==> config.mk <==
export PLATFORM = sky130hd
export DESIGN_NAME = ntriples_term_tokenizer_core
export DESIGN_NICKNAME = d
export VERILOG_FILES = /design/src/rtl/core/ntt_pkg.sv /design/src/rtl/core/ntriples_term_tokenizer_core.sv /design/src/rtl/core/ntt_step.sv
export SDC_FILE = /design/constraint.sdc
export NUM_CORES = 1
export LEC_CHECK = 0
export ABC_AREA = 1
export BUFFER_PORTS_ARGS = -buffer_cell sky130_fd_sc_hd__buf_2
export CAP_MARGIN = 5
export CORE_ASPECT_RATIO = 1.5
export CORE_MARGIN = 3
export CORE_UTILIZATION = 60
export DETAILED_ROUTE_END_ITERATION = 10
export GPL_ROUTABILITY_DRIVEN = 0
export PLACE_DENSITY = 0.81
export RECOVER_POWER = 50
export SLEW_MARGIN = 10
export SYNTH_ARGS = -nofsm -noshare
export SYNTH_HDL_FRONTEND = slang
export SYNTH_SLANG_ARGS = --single-unit
==> constraint.sdc <==
create_clock -name i_clk -period 4.9 [get_ports i_clk]
set_input_delay 0 -clock i_clk [delete_from_list [all_inputs] [get_ports i_clk]]
set_output_delay 0 -clock i_clk [all_outputs]
set_load 0.01 [all_outputs]
==> src/rtl/core/ntt_pkg.sv <==
// ---------------------------------------------------------------------------
// ntt_pkg
// Types, parse positions, term kinds and delimiter bytes for the N-Triples
// term tokenizer.
// ---------------------------------------------------------------------------
`default_nettype none

package ntt_pkg;

    typedef logic [7:0] t_byte;
    typedef logic [3:0] t_pos;
    typedef logic [3:0] t_kind;
    typedef logic [1:0] t_lvl;

    // parse positions (state codes)
    localparam t_pos POS_SUBJ       = 4'd0;
    localparam t_pos POS_SUBJ_IRI   = 4'd1;
    localparam t_pos POS_SUBJ_BLANK = 4'd2;
    localparam t_pos POS_PRED       = 4'd3;
    localparam t_pos POS_PRED_IRI   = 4'd4;
    localparam t_pos POS_OBJ        = 4'd5;
    localparam t_pos POS_OBJ_IRI    = 4'd6;
    localparam t_pos POS_OBJ_BLANK  = 4'd7;
    localparam t_pos POS_LIT_VALUE  = 4'd8;
    localparam t_pos POS_LIT_AFTER  = 4'd9;
    localparam t_pos POS_LANG       = 4'd10;
    localparam t_pos POS_LANG_WS    = 4'd11;
    localparam t_pos POS_CARET1     = 4'd12;
    localparam t_pos POS_DT         = 4'd13;
    localparam t_pos POS_DT_IRI     = 4'd14;
    localparam t_pos POS_END        = 4'd15;

    // statement levels a fall-through can land on
    localparam t_lvl LVL_SUBJ = 2'd0;
    localparam t_lvl LVL_PRED = 2'd1;
    localparam t_lvl LVL_OBJ  = 2'd2;
    localparam t_lvl LVL_END  = 2'd3;

    // term kinds
    localparam t_kind K_NONE      = 4'd0;
    localparam t_kind K_SUBJ_IRI  = 4'd1;
    localparam t_kind K_SUBJ_BLK  = 4'd2;
    localparam t_kind K_PRED_IRI  = 4'd3;
    localparam t_kind K_OBJ_IRI   = 4'd4;
    localparam t_kind K_LITERAL   = 4'd5;
    localparam t_kind K_LANG      = 4'd6;
    localparam t_kind K_DTYPE     = 4'd7;
    localparam t_kind K_OBJ_BLK   = 4'd8;

    // delimiter bytes
    localparam t_byte CH_LT    = 8'h3C;
    localparam t_byte CH_GT    = 8'h3E;
    localparam t_byte CH_QUOTE = 8'h22;
    localparam t_byte CH_AT    = 8'h40;
    localparam t_byte CH_CARET = 8'h5E;
    localparam t_byte CH_UNDER = 8'h5F;
    localparam t_byte CH_DOT   = 8'h2E;

    // parser state carried from byte to byte
    typedef struct packed {
        t_pos pos;
        logic have_subj;
        logic have_pred;
        logic have_obj;
        logic prefix_skip;
    } t_parse_state;

    // per-byte result
    typedef struct packed {
        t_kind kind;
        logic  is_text;
        logic  closed;
        logic  stmt_end;
        logic  stmt_valid;
        logic  dropped;
    } t_result;

endpackage

`default_nettype wire

==> src/rtl/core/ntriples_term_tokenizer_core.sv <==
// ---------------------------------------------------------------------------
// ntriples_term_tokenizer_core
// Labels each byte of N-Triples text with its term, term ends and statement
// ends. Input register, one-pass parse logic, output register.
// ---------------------------------------------------------------------------
//   channel | direction | handshake                 | payload
//   --------+-----------+---------------------------+---------------------------
//   in      | input     | i_in_valid / o_in_ready   | i_text_byte, i_final_byte
//   out     | output    | o_out_valid / i_out_ready | o_term_kind .. o_byte_dropped
//
// One byte per cycle while the output is not stalled; every request gives
// exactly one result. The parse state register is updated as a byte
// moves from the input register to the output register, so consecutive
// bytes flow back to back. A stalled output holds its result and backs up
// into the input register, then o_in_ready drops. Synchronous active-low
// reset empties both registers and returns the parser to expecting a subject.
// ---------------------------------------------------------------------------
`default_nettype none

module ntriples_term_tokenizer_core
    import ntt_pkg::*;
(
    input  logic       i_clk,
    input  logic       i_rst_n,
    input  logic       i_in_valid,
    output logic       o_in_ready,
    input  logic [7:0] i_text_byte,
    input  logic       i_final_byte,
    output logic       o_out_valid,
    input  logic       i_out_ready,
    output logic [3:0] o_term_kind,
    output logic       o_is_term_text,
    output logic       o_term_closed,
    output logic       o_statement_end,
    output logic       o_statement_valid,
    output logic       o_byte_dropped
);

    logic         r_in_valid;
    t_byte        r_byte;
    logic         r_fin;
    logic         r_out_valid;
    t_result      r_res;
    t_parse_state r_state;
    t_parse_state n_state;
    t_result      n_res;
    logic         out_take;
    logic         in_take;

    // pipeline moves when the next register is free or being emptied
    assign out_take   = !r_out_valid || i_out_ready;
    assign in_take    = !r_in_valid || out_take;
    assign o_in_ready = in_take;

    ntt_step u_step (
        .i_state      (r_state),
        .i_text_byte  (r_byte),
        .i_final_byte (r_fin),
        .o_state      (n_state),
        .o_result     (n_res)
    );

    // input register
    always_ff @(posedge i_clk) begin
        if (!i_rst_n) begin
            r_in_valid <= 1'b0;
        end else if (in_take) begin
            r_in_valid <= i_in_valid;
        end
        if (in_take && i_in_valid) begin
            r_byte <= i_text_byte;
            r_fin  <= i_final_byte;
        end
    end

    // parse state and result register
    always_ff @(posedge i_clk) begin
        if (!i_rst_n) begin
            r_out_valid <= 1'b0;
            r_state     <= '{pos: POS_SUBJ, default: 1'b0};
        end else if (out_take) begin
            r_out_valid <= r_in_valid;
            if (r_in_valid) begin
                r_state <= n_state;
            end
        end
        if (out_take && r_in_valid) begin
            r_res <= n_res;
        end
    end

    assign o_out_valid       = r_out_valid;
    assign o_term_kind       = r_res.kind;
    assign o_is_term_text    = r_res.is_text;
    assign o_term_closed     = r_res.closed;
    assign o_statement_end   = r_res.stmt_end;
    assign o_statement_valid = r_res.stmt_valid;
    assign o_byte_dropped    = r_res.dropped;

endmodule

`default_nettype wire

==> src/rtl/core/ntt_step.sv <==
// ---------------------------------------------------------------------------
// ntt_step
// Combinational next-state and result logic for one text byte: resolves
// the fall-through between positions in a single pass.
// ---------------------------------------------------------------------------
`default_nettype none

module ntt_step
    import ntt_pkg::*;
(
    input  t_parse_state i_state,
    input  t_byte        i_text_byte,
    input  logic         i_final_byte,
    output t_parse_state o_state,
    output t_result      o_result
);

    logic         ws;
    t_parse_state st;
    t_result      res;
    logic         caret0_try;
    logic         dt_try;
    logic         go_lvl;
    t_lvl         lvl;

    assign ws = i_text_byte inside {8'd32, [8'd9:8'd13]};

    always_comb begin
        st         = i_state;
        res        = '0;
        caret0_try = 1'b0;
        dt_try     = 1'b0;
        go_lvl     = 1'b0;
        lvl        = LVL_SUBJ;

        // handling at the stored position
        case (i_state.pos)
            POS_SUBJ: begin
                go_lvl = 1'b1;
                lvl    = LVL_SUBJ;
            end
            POS_PRED: begin
                go_lvl = 1'b1;
                lvl    = LVL_PRED;
            end
            POS_OBJ: begin
                go_lvl = 1'b1;
                lvl    = LVL_OBJ;
            end
            POS_END: begin
                go_lvl = 1'b1;
                lvl    = LVL_END;
            end
            POS_SUBJ_IRI, POS_PRED_IRI, POS_OBJ_IRI, POS_DT_IRI: begin
                case (i_state.pos)
                    POS_SUBJ_IRI: res.kind = K_SUBJ_IRI;
                    POS_PRED_IRI: res.kind = K_PRED_IRI;
                    POS_OBJ_IRI:  res.kind = K_OBJ_IRI;
                    default:      res.kind = K_DTYPE;
                endcase
                if (i_text_byte == CH_GT) begin
                    res.closed = 1'b1;
                    case (i_state.pos)
                        POS_SUBJ_IRI: st.pos = POS_PRED;
                        POS_PRED_IRI: st.pos = POS_OBJ;
                        default:      st.pos = POS_END;
                    endcase
                end else begin
                    res.is_text = 1'b1;
                end
            end
            POS_SUBJ_BLANK, POS_OBJ_BLANK: begin
                res.kind = (i_state.pos == POS_SUBJ_BLANK) ? K_SUBJ_BLK : K_OBJ_BLK;
                if (i_state.prefix_skip) begin
                    st.prefix_skip = 1'b0;
                end else if (ws) begin
                    res.closed = 1'b1;
                    st.pos     = (i_state.pos == POS_SUBJ_BLANK) ? POS_PRED : POS_END;
                end else if (i_text_byte == CH_DOT) begin
                    // label ends at the dot, which goes on to the next position
                    res.closed = 1'b1;
                    go_lvl     = 1'b1;
                    lvl        = (i_state.pos == POS_SUBJ_BLANK) ? LVL_PRED : LVL_END;
                end else begin
                    res.is_text = 1'b1;
                end
            end
            POS_LIT_VALUE: begin
                res.kind = K_LITERAL;
                if (i_text_byte == CH_QUOTE) begin
                    res.closed = 1'b1;
                    st.pos     = POS_LIT_AFTER;
                end else begin
                    res.is_text = 1'b1;
                end
            end
            POS_LIT_AFTER: begin
                if (i_text_byte == CH_AT) begin
                    res.kind = K_LANG;
                    st.pos   = POS_LANG;
                end else begin
                    caret0_try = 1'b1;
                end
            end
            POS_LANG: begin
                res.kind = K_LANG;
                if (ws) begin
                    res.closed = 1'b1;
                    st.pos     = POS_LANG_WS;
                end else begin
                    res.is_text = 1'b1;
                end
            end
            POS_LANG_WS: begin
                if (!ws) begin
                    caret0_try = 1'b1;
                end
            end
            POS_CARET1: begin
                if (i_text_byte == CH_CARET) begin
                    st.pos = POS_DT;
                end else begin
                    dt_try = 1'b1;
                end
            end
            POS_DT: begin
                dt_try = 1'b1;
            end
            default: begin
                st.pos = POS_SUBJ;
            end
        endcase

        // first caret of a datatype marker
        if (caret0_try) begin
            if (i_text_byte == CH_CARET) begin
                st.pos = POS_CARET1;
            end else begin
                dt_try = 1'b1;
            end
        end

        // datatype IRI opener
        if (dt_try) begin
            if (i_text_byte == CH_LT) begin
                res.kind = K_DTYPE;
                st.pos   = POS_DT_IRI;
            end else begin
                go_lvl = 1'b1;
                lvl    = LVL_END;
            end
        end

        // statement level: open a term, skip whitespace, end the statement, or drop the byte
        if (go_lvl) begin
            if (ws) begin
                case (lvl)
                    LVL_SUBJ: st.pos = POS_SUBJ;
                    LVL_PRED: st.pos = POS_PRED;
                    LVL_OBJ:  st.pos = POS_OBJ;
                    default:  st.pos = POS_END;
                endcase
            end else if (i_text_byte == CH_DOT) begin
                res.stmt_end   = 1'b1;
                res.stmt_valid = st.have_subj & st.have_pred & st.have_obj;
                st             = '{pos: POS_SUBJ, default: 1'b0};
            end else if (lvl != LVL_END && (i_text_byte == CH_LT ||
                         i_text_byte == CH_UNDER || i_text_byte == CH_QUOTE)) begin
                if (i_text_byte == CH_QUOTE) begin
                    res.kind    = K_LITERAL;
                    st.pos      = POS_LIT_VALUE;
                    st.have_obj = 1'b1;
                end else if (i_text_byte == CH_UNDER) begin
                    st.prefix_skip = 1'b1;
                    if (lvl == LVL_SUBJ) begin
                        res.kind     = K_SUBJ_BLK;
                        st.pos       = POS_SUBJ_BLANK;
                        st.have_subj = 1'b1;
                    end else begin
                        res.kind    = K_OBJ_BLK;
                        st.pos      = POS_OBJ_BLANK;
                        st.have_obj = 1'b1;
                    end
                end else begin
                    case (lvl)
                        LVL_SUBJ: begin
                            res.kind     = K_SUBJ_IRI;
                            st.pos       = POS_SUBJ_IRI;
                            st.have_subj = 1'b1;
                        end
                        LVL_PRED: begin
                            res.kind     = K_PRED_IRI;
                            st.pos       = POS_PRED_IRI;
                            st.have_pred = 1'b1;
                        end
                        default: begin
                            res.kind    = K_OBJ_IRI;
                            st.pos      = POS_OBJ_IRI;
                            st.have_obj = 1'b1;
                        end
                    endcase
                end
            end else if (lvl == LVL_SUBJ) begin
                // nothing fits a statement that has not started
                res.dropped = 1'b1;
                st.pos      = POS_END;
            end else begin
                // end the statement, then retry the byte as a new subject
                res.stmt_end   = 1'b1;
                res.stmt_valid = st.have_subj & st.have_pred & st.have_obj;
                st             = '{pos: POS_SUBJ, default: 1'b0};
                if (i_text_byte == CH_LT) begin
                    res.kind     = K_SUBJ_IRI;
                    st.pos       = POS_SUBJ_IRI;
                    st.have_subj = 1'b1;
                end else if (i_text_byte == CH_UNDER) begin
                    res.kind       = K_SUBJ_BLK;
                    st.pos         = POS_SUBJ_BLANK;
                    st.have_subj   = 1'b1;
                    st.prefix_skip = 1'b1;
                end else if (i_text_byte == CH_QUOTE) begin
                    res.kind    = K_LITERAL;
                    st.pos      = POS_LIT_VALUE;
                    st.have_obj = 1'b1;
                end else begin
                    res.dropped = 1'b1;
                    st.pos      = POS_END;
                end
            end
        end

        // last byte closes any open term and statement
        if (i_final_byte) begin
            if (st.pos inside {POS_SUBJ_IRI, POS_SUBJ_BLANK, POS_PRED_IRI, POS_OBJ_IRI,
                               POS_OBJ_BLANK, POS_LIT_VALUE, POS_LANG, POS_DT_IRI}) begin
                res.closed = 1'b1;
            end
            if (st.pos != POS_SUBJ && !res.stmt_end) begin
                res.stmt_end   = 1'b1;
                res.stmt_valid = st.have_subj & st.have_pred & st.have_obj;
            end
            st = '{pos: POS_SUBJ, default: 1'b0};
        end
    end

    assign o_state  = st;
    assign o_result = res;

endmodule

`default_nettype wire

==> flow_summary.toml, run 1 <==
[pwr]
p_sw_share_pct = 29.79
p_int_mw = 0.4013
power.switching_mw = 0.1703
seq_power_share_pct = 48.1
vdd_drop_max_uv = 238.6
clock_power_share_pct = 28.5
powerDensity_mw_per_mm2 = 228.2
combPwrFrac_pct = 23.4
power_leakage_nw = 1.157

[die]
die_area_mm2 = 0.004451
die_w_um = 55.48
ios = 24
core-area_mm2 = 0.003481
start_util_pct = 63.30
die_y_um = 80.22
fp-row-count = 26

[logic_synthesis]
async_flop_share_pct = 0
avgSynthCellArea_um2 = 6.759
synthMostInstantiatedCell = "nand2_1"
yosys-top-cells-count = "nand2_1, inv_1, nand3_1, nor2_1, edfxtp_1"
seq_area_frac_synth_pct = 33.62
ys_types = 41
synth_ff_type = "edfxtp_1"
ys_seq_elements = 28
yosysTopAreaCell = "edfxtp_1"
yosysTopAreaCellShare_pct = 24.53
syn_nets = 340
synth_area_mm2 = 0.002203
syn_inst = 326
synth_edf_count = 18
yosysWarnings = 0
synthTopCellsByArea = "edfxtp_1, nand2_1, dfxtp_1"

[global_routing]
overflow = 0
antenna_found_initial = 0
grt_pass1_vias = 2193
grt_use_total_pct = 27.67
grt_max_degree = 17
grt_pass1_wl_um = 9873

[detailed_routing]
wl_met2_um = 2925
postRouteAntennaNets = 0
wl_met3_um = 428
vias_per_cell = 5.701
drt_iter0_markers = 127
vias = 2292
wirelength_um = 5762
drt_first_pass_iters = 5
drc = 0
top_layer = "met4"
m1WireLength_um = 2157
wire_per_inst_um = 14.33

[cts]
htreeDepth = 1
cts_tree = "yes"
clock_sinks = 28
clockRootBuffer = "clkbuf_8"
clkTransAtPathRegs_ns = 0.10
numCtsBuffers = 3
post_cts_resized = 0
cts_buffer_depth = 2
clk_latency_ns = 0.28

[worst_setup_path]
path_cells = "nor2_2 > nand3_1 > nor4_2 > inv_2 > nand3_4 > nand3_2 > ha_1 > or2_2 > nand2_1 > nand2_1 > nand2_1 > nand2_2 > o21ai_0 > inv_1 > nand3_1 > nand2_1"
crit_path_end_kind = "register"
critPathMaxStageDelay_ns = 0.45
startpoint_type = "register"
path_class = "register to register"
cp.required_ns = 4.94
cp_slowest_cell = "edfxtp_1"
crit_fanout = 15
crit_path_frequent_cell = "nand2_1"
crit_arrival_ns = 3.22

[sta]
slew_viol_final = 0
fin_crit_sh_pct = 64.92
max_clock_freq_mhz = 314.4
rsz0062_at_grt = "false"
tightestPinTransition_ns = 0.5818
finalSetupViolations = 0
relSlewSlack_pct = 60.21
period_needed_ns = 3.181
setup_tns_ns = 0
setup_ws_ns = 1.719
fin_skew_ns = 0.004314
hold_viol = 0

[place]
numPortBuffers = 23
dp_cells = 387
dp_hpwl_um = 4341
dp_slack_ns = 1.791

[cells_and_area]
layout-drive-gt1-share_pct = 13.06
num_antenna_cells = 0
syn_to_final_growth_pct = 13.69
stdcell_count = 402
final_nets = 375

[worst_hold_path]
hold_class = "primary input to register"

[outcome]
outcome = "finished, final reports clean"

[job]
drv_cap = 0
==> flip-flops by register name (all words and copies together) (netlist names) <==
name               cells
o_out_valid            1
r_in_valid             1
o_is_term_text         1
r_state                8
o_statement_valid      1
r_byte                 8
o_byte_dropped         1
o_statement_end        1
r_fin                  1
o_term_closed          1
o_term_kind            4
==> repair_timing <==
item / in CTS / in global routing
hold buffers: 11 / 0
hold endpoints to repair: 11 / 0
buffers inserted: 0 / 0
==> critical path: cells and delay by family, from the launching register on <==
kind	cells	cell delay (ns)
simple gates	12	1.76
flops	1	0.45
fa+ha+maj	1	0.37
buf+inv	2	0.19
compound gates	1	0.17
==> path summary, 6_finish.rpt <==
check                           slack (ns)                 endpoint                    start  cells after the start
worst min-delay path                  0.01  r_in_valid$_SDFFE_PN0N_               i_in_valid                      3
worst max register to register        1.72  o_term_closed$_DFFE_PP_      r_byte[7]$_DFFE_PP_                     16
worst max-delay path                  1.72  o_term_closed$_DFFE_PP_      r_byte[7]$_DFFE_PP_                     16
worst min register to register        0.47  r_state[2]$_SDFFE_PN0P_  r_state[2]$_SDFFE_PN0P_                      2
==> power groups by stage <==
stage | registers [mW] | clock network, mW | logic [mW]
after global routing | 0.277 | 0.176 | 0.150
after detailed placement | 0.280 | 0 | 0.124
after global placement | 0.280 | 0 | 0.122
after floorplan | 0.280 | 0 | 0.0941
after CTS | 0.275 | 0.164 | 0.132
final | 0.275 | 0.163 | 0.134
==> area by class of cell <==
cell class / count / area, µm²
Clock buffer: 4 / 66.31
Fill cell: 295 / 975.9
Tap cell: 42 / 52.55
Inverter: 53 / 198.9
Sequential cell: 28 / 740.7
Multi-Input combinational cell: 241 / 1236
Timing Repair Buffer: 34 / 210.2
==> per-stage QoR <==
step / hold slack (ns) / cell area [µm²] / utilization [%] / power, mW
6_report: 0.01257 / 2505 / 71.96 / 0.5716
5_1_grt: 0.02625 / 2505 / 71.96 / 0.6021
3_5_place_dp: 0.1784 / 2344 / 67.33 / 0.4047
2_1_floorplan: 0.09887 / 2203 / - / 0.3740
4_1_cts: 0.003121 / 2520 / 72.39 / 0.5708
3_3_place_gp: 0.1765 / 2344 / 67.33 / 0.4022
==> logic make-up (layout without fill, tap and decap cells) <==
family / count (synthesis) / count (layout) / share of synthesized area, %
adder cells (fa/ha/maj): 1 / 1 / 0.5678
flip-flops: 28 / 28 / 33.62
AO/OA/AOI/OAI: 50 / 50 / 14.65
AND/OR/NAND/NOR: 190 / 190 / 40.89
buffers and inverters: 57 / 91 / 10.28
==> layer usage <==
layer / global-route usage (%) / vias to the layer above
li1: - / 1129
met1: 31.26 / 1034
met2: 49.53 / 106
met3: 4.180 / 23
met4: 14.84 / 0
met5: 0 / -
==> layout by cell type (no fill, tap or decap), types with 3 or more instances in the layout <==
master	instances
o21ai_0	9
clkbuf_1	12
nor2_1	29
o2111ai_1	3
inv_1	47
edfxtp_1	18
buf_2	11
dfxtp_1	10
nand3_1	30
nor2_2	4
a21oi_1	17
dlygate4sd3_1	11
nand3_2	3
nand2_1	101
clkbuf_8	3
nand4_1	3
nor3_1	5
o211ai_1	5
nor2_4	6
o21ai_1	4
inv_2	5
(Power assumes the default switching activity.)
==> run 2, diff against run 1 <==
--- a/config.mk
+++ b/config.mk
@@ -10,10 +10,10 @@
 export CAP_MARGIN = 5
 export CORE_ASPECT_RATIO = 1.5
 export CORE_MARGIN = 3
-export CORE_UTILIZATION = 60
+export CORE_UTILIZATION = 53
 export DETAILED_ROUTE_END_ITERATION = 10
 export GPL_ROUTABILITY_DRIVEN = 0
-export PLACE_DENSITY = 0.81
+export PLACE_DENSITY = 0.76
 export RECOVER_POWER = 50
 export SLEW_MARGIN = 10
 export SYNTH_ARGS = -nofsm -noshare
==> constraint.sdc (replaced) <==
create_clock -name i_clk -period 2.8 [get_ports i_clk]
set_input_delay 0 -clock i_clk [delete_from_list [all_inputs] [get_ports i_clk]]
set_output_delay 0 -clock i_clk [all_outputs]
set_load 0.01 [all_outputs]
==> flow_summary.toml, run 2 (synthesis results as in run 1) <==
[outcome]
outcome = "finished, final reports clean"

[pwr]
power_leakage_nw = 1.317
vdd_drop_max_uv = 372.6
powerDensity_mw_per_mm2 = 353.9

[cts]
cts_tree = "yes"
clk_latency_ns = 0.28
clkTransAtPathRegs_ns = 0.10
numCtsBuffers = 3
clockRootBuffer = "clkbuf_8"
cts_buffer_depth = 2
clock_sinks = 28
htreeDepth = 1

[die]
die_w_um = 58.65
ios = 24
core-area_mm2 = 0.003959
fp-row-count = 28
die_y_um = 84.97
die_area_mm2 = 0.004983
start_util_pct = 55.66

[detailed_routing]
drc = 0
vias_per_cell = 5.723
wire_per_inst_um = 14.80
m1WireLength_um = 2319
top_layer = "met4"
wirelength_um = 6362
drt_iter0_markers = 168
vias = 2461
wl_met3_um = 452
wl_met2_um = 3235
drt_first_pass_iters = 5
postRouteAntennaNets = 0

[place]
placed_area_mm2 = 0.002422
dp_hpwl_um = 4636
dp_slack_ns = 0.03203
dp_cells = 400
numPortBuffers = 23

[worst_setup_path]
cp_slowest_cell = "edfxtp_1"
reg2reg_from = "r_byte[7]$_DFFE_PP_"
critPathMaxStageDelay_ns = 0.44
crit_path_frequent_cell = "nand2_1"
path_cells = "nor2_2 > inv_1 > nor2_4 > inv_1 > nor2_4 > a21oi_2 > buf_4 > o21ai_2 > nor2_4 > nand2_1 > nand3_1 > nand2_1 > nand2_2 > nand2_1 > nand3_1 > nand3_1 > nand2_1"
crit_path_end_kind = "register"
worstRegToRegCells = 17
crit_arrival_ns = 2.69
crit_fanout = 6
r2r_end = "o_term_closed$_DFFE_PP_"
path_class = "register to register"
reg2reg_slack_ns = 0.15
cp.required_ns = 2.84
startpoint_type = "register"

[sta]
finalSetupViolations = 0
setup_ws_ns = 0.1531
max_clock_freq_mhz = 377.8
period_needed_ns = 2.647
fin_skew_ns = 0.002729
tightestPinTransition_ns = 0.5148
fin_crit_sh_pct = 94.53
relSlewSlack_pct = 64.79
hold_viol = 0
holdWs_ns = 0.4217
slew_viol_final = 0

[cells_and_area]
stdcell_count = 430
layout_common_cells = "nand2_1, inv_1, nand3_1"
final_nets = 400
num_antenna_cells = 0
layout-drive-gt1-share_pct = 22.08
layout_commonest_cell = "nand2_1"
final_area_mm2 = 0.002766
syn_to_final_growth_pct = 25.55

[worst_hold_path]
hold_class = "primary input to register"
min_to = "r_byte[3]$_DFFE_PP_"
min_from = "i_text_byte[3]"
min_path_cells = 2

[global_routing]
grt_pass1_vias = 2265
overflow = 0
antenna_found_initial = 0
grt_max_degree = 16
grt_pass1_wl_um = 9770
grt_use_total_pct = 25.25

[job]
drv_cap = 0
==> run 2: cell types whose count changed in the layout (fill, tap and decap cells not counted), moves of 2 or more <==
| cell | previous run | this run |
|---|---|---|
| buf_4 | 0 | 23 |
| nand2_2 | 1 | 7 |
| nor2_1 | 29 | 27 |
| nand2_1 | 101 | 94 |
| nand3_4 | 1 | 3 |
==> run 2: metal layers <==
| layer | vias to the layer above | track usage, % |
|---|---|---|
| met2 | 144 | 44.15 |
| met4 | 0 | 16.49 |
| met3 | 35 | 3.805 |
| li1 | 1182 | - |
| met1 | 1100 | 27.22 |
| met5 | - | 0 |
==> run 2: final cells by class <==
| class | count | area [µm²] |
|---|---|---|
| clock buffer | 4 | 45.04 |
| timing repair buffer | 59 | 405.4 |
| inverter | 53 | 198.9 |
| sequential | 28 | 742.0 |
| multi-input combinational | 241 | 1319 |
| tap | 45 | 56.30 |
| fill | 323 | 1192 |
==> run 2: through the flow <==
step                 TNS, ns  util, %  total power [mW]
floorplan                  0        -            0.6545
global placement           0    61.19            0.7104
detailed placement         0    61.19            0.7134
CTS                        0    65.36            0.9536
global route        -0.08986    69.88             1.022
finish                     0    69.88            0.9792
==> run 2: worst max-delay path: cells and delay by family, from the launching register on <==
family,cells,cell delay (ns)
flops,1,0.44
buf+inv,3,0.35
compound gates,2,0.36
simple gates,12,1.27
==> run 2: worst max path at each step <==
stage	endpoint	start	slack [ns]
after floorplan	o_term_closed$_DFFE_PP_	r_byte[1]$_DFFE_PP_	0.03
after global placement	o_term_closed$_DFFE_PP_	r_state[7]$_SDFFE_PN0P_	0.08
after detailed placement	o_term_closed$_DFFE_PP_	r_state[7]$_SDFFE_PN0P_	0.03
after CTS	o_term_closed$_DFFE_PP_	r_state[7]$_SDFFE_PN0P_	0.02
after global routing	o_term_closed$_DFFE_PP_	r_byte[7]$_DFFE_PP_	-0.06
final	o_term_closed$_DFFE_PP_	r_byte[7]$_DFFE_PP_	0.15
==> run 2: what timing repair did <==
item                                    CTS  global route
setup buffers                             0            14
hold buffers                             12             0
endpoints found under the setup margin    0             3
endpoints found under the hold margin    12             0
resized for setup                         0            21
==> run 2: power by group <==
part           internal (mW)  total, mW  switching (mW)  leakage [nW]
combinational         0.0959      0.262           0.166          1.04
clock                  0.103      0.236           0.134        0.0228
sequential             0.465      0.481          0.0159         0.257
total                  0.664      0.979           0.315          1.32
==> run 3, diff against run 2 <==
--- a/config.mk
+++ b/config.mk
@@ -6,12 +6,13 @@
 export NUM_CORES = 1
 export LEC_CHECK = 0
 export ABC_AREA = 1
-export BUFFER_PORTS_ARGS = -buffer_cell sky130_fd_sc_hd__buf_2
 export CAP_MARGIN = 5
 export CORE_ASPECT_RATIO = 1.5
 export CORE_MARGIN = 3
-export CORE_UTILIZATION = 53
+export CORE_UTILIZATION = 58
+export CTS_CLUSTER_SIZE = 20
 export DETAILED_ROUTE_END_ITERATION = 10
+export DONT_BUFFER_PORTS = 1
 export GPL_ROUTABILITY_DRIVEN = 0
 export PLACE_DENSITY = 0.76
 export RECOVER_POWER = 50
==> flow_summary.toml, run 3 (synthesis results as in run 1) <==
[worst_setup_path]
critPathLaunch = "r_byte[0]$_DFFE_PP_"
reg2reg_from = "r_byte[0]$_DFFE_PP_"
reg2reg_slack_ns = 0.13
crit_fanout = 4
cp.required_ns = 2.84
path_class = "register to register"
crit_arrival_ns = 2.70
crit_path_end_kind = "register"
startpoint_type = "register"

[die]
die_y_um = 81.49
die_area_mm2 = 0.004590
die_w_um = 56.33
start_util_pct = 62.71
core-area_mm2 = 0.003513
ios = 24
fp-row-count = 26

[cells_and_area]
n_fill_cell = 273
num_antenna_cells = 0
final_nets = 376
seqCellArea_um2 = 748.2
layout_commonest_cell = "nand2_1"
utilization_pct = 76.28
layout-drive-gt1-share_pct = 21.33
syn_to_final_growth_pct = 21.64
layout_common_cells = "nand2_1, inv_1, nor2_1, nand3_1, buf_4"
final_area_mm2 = 0.002680
multi_input_area_mm2 = 0.001321

[pwr]
power_leakage_nw = 1.266
vdd_drop_max_uv = 359.2
total_power_mw = 1.022
powerDensity_mw_per_mm2 = 381.2

[detailed_routing]
vias_per_cell = 5.866
m1WireLength_um = 2260
wl_met3_um = 330
wirelength_um = 6444
top_layer = "met4"
postRouteAntennaNets = 0
drt_iter0_markers = 175
vias = 2364
drt_first_pass_iters = 5
wire_per_inst_um = 15.99
wl_met2_um = 3411
drc = 0

[global_routing]
grt_use_total_pct = 27.92
grt_pass1_wl_um = 9929
overflow = 0
antenna_found_initial = 0
grt_max_degree = 17
grt_pass1_vias = 2318

[worst_hold_path]
min_from = "i_text_byte[7]"
hold_class = "primary input to register"

[cts]
cts_tree = "yes"
clkTransAtPathRegs_ns = 0.10
clock_sinks = 28
clockRootBuffer = "clkbuf_8"
clk_latency_ns = 0.28
htreeDepth = 1
cts_buffer_depth = 2
numCtsBuffers = 3

[place]
numPortBuffers = 0
dp_slack_ns = 0.02992
dp_hpwl_um = 4856
placed_area_mm2 = 0.002311

[job]
drv_cap = 0

[sta]
period_needed_ns = 2.667
hold_viol = 0
tightestPinTransition_ns = 0.5687
fin_crit_sh_pct = 95.26
max_clock_freq_mhz = 374.9
finalSetupViolations = 0
setup_ws_ns = 0.1328
setup_tns_ns = 0
fin_skew_ns = 0.005208
slew_viol_final = 0
relSlewSlack_pct = 61.11

[outcome]
outcome = "finished, final reports clean"
## run 3: worst max-delay path: stages, from the launching register on
cell      delay, ns
edfxtp_1       0.45
nor2_1         0.12
nand2_1        0.09
nor2_2         0.18
nand2_1        0.10
nand2_2        0.12
nand3_4        0.09
nand3_4        0.07
nand3_2        0.09
ha_4           0.22
or2_2          0.29
nand2_1        0.07
nand2_1        0.06
nand2_2        0.10
nand2_4        0.07
o21ai_2        0.12
inv_1          0.05
nand3_1        0.07
nand2_1        0.05
## run 3: routing by layer
layer / vias to the layer above / global-route usage [%]
met3: 48 / 3.302
met2: 122 / 53.86
li1: 1144 / -
met4: 0 / 21.62
met1: 1050 / 26.43
met5: - / 0
## run 3: final timing paths
check	cells after the start	to
max reg2reg	18	o_term_closed$_DFFE_PP_
min	1	r_byte[7]$_DFFE_PP_
min reg2reg	2	r_state[2]$_SDFFE_PN0P_
max	18	o_term_closed$_DFFE_PP_
## run 3: report_power, final
group	switching [mW]	internal [mW]	total, mW	leakage [nW]
clock network	0.137	0.156	0.293	0.0339
registers	0.0214	0.466	0.487	0.258
logic	0.156	0.0855	0.241	0.974
total	0.314	0.707	1.02	1.27
## run 3: final cells by class
type | instances | share of cell area [%]
well taps | 42 | 1.961
repair buffers | 35 | 10.92
flip-flops and latches | 28 | 27.92
inverters | 53 | 7.423
clock buffers | 4 | 2.474
multi-input cells | 241 | 49.30
## run 3: timing repair
item | in CTS | in global routing
hold buffers | 12 | 0
gates resized for setup | 0 | 24
buffers inserted | 0 | 12
hold endpoints to repair | 19 | 0
setup endpoints to repair | 0 | 3
## run 3: metrics by stage
stage,cells,hold WS (ns)
floorplan,326,0.09887
global placement,375,0.09892
detailed placement,375,0.09892
CTS,391,0.3324
global route,403,0.3334
finish,403,0.3338
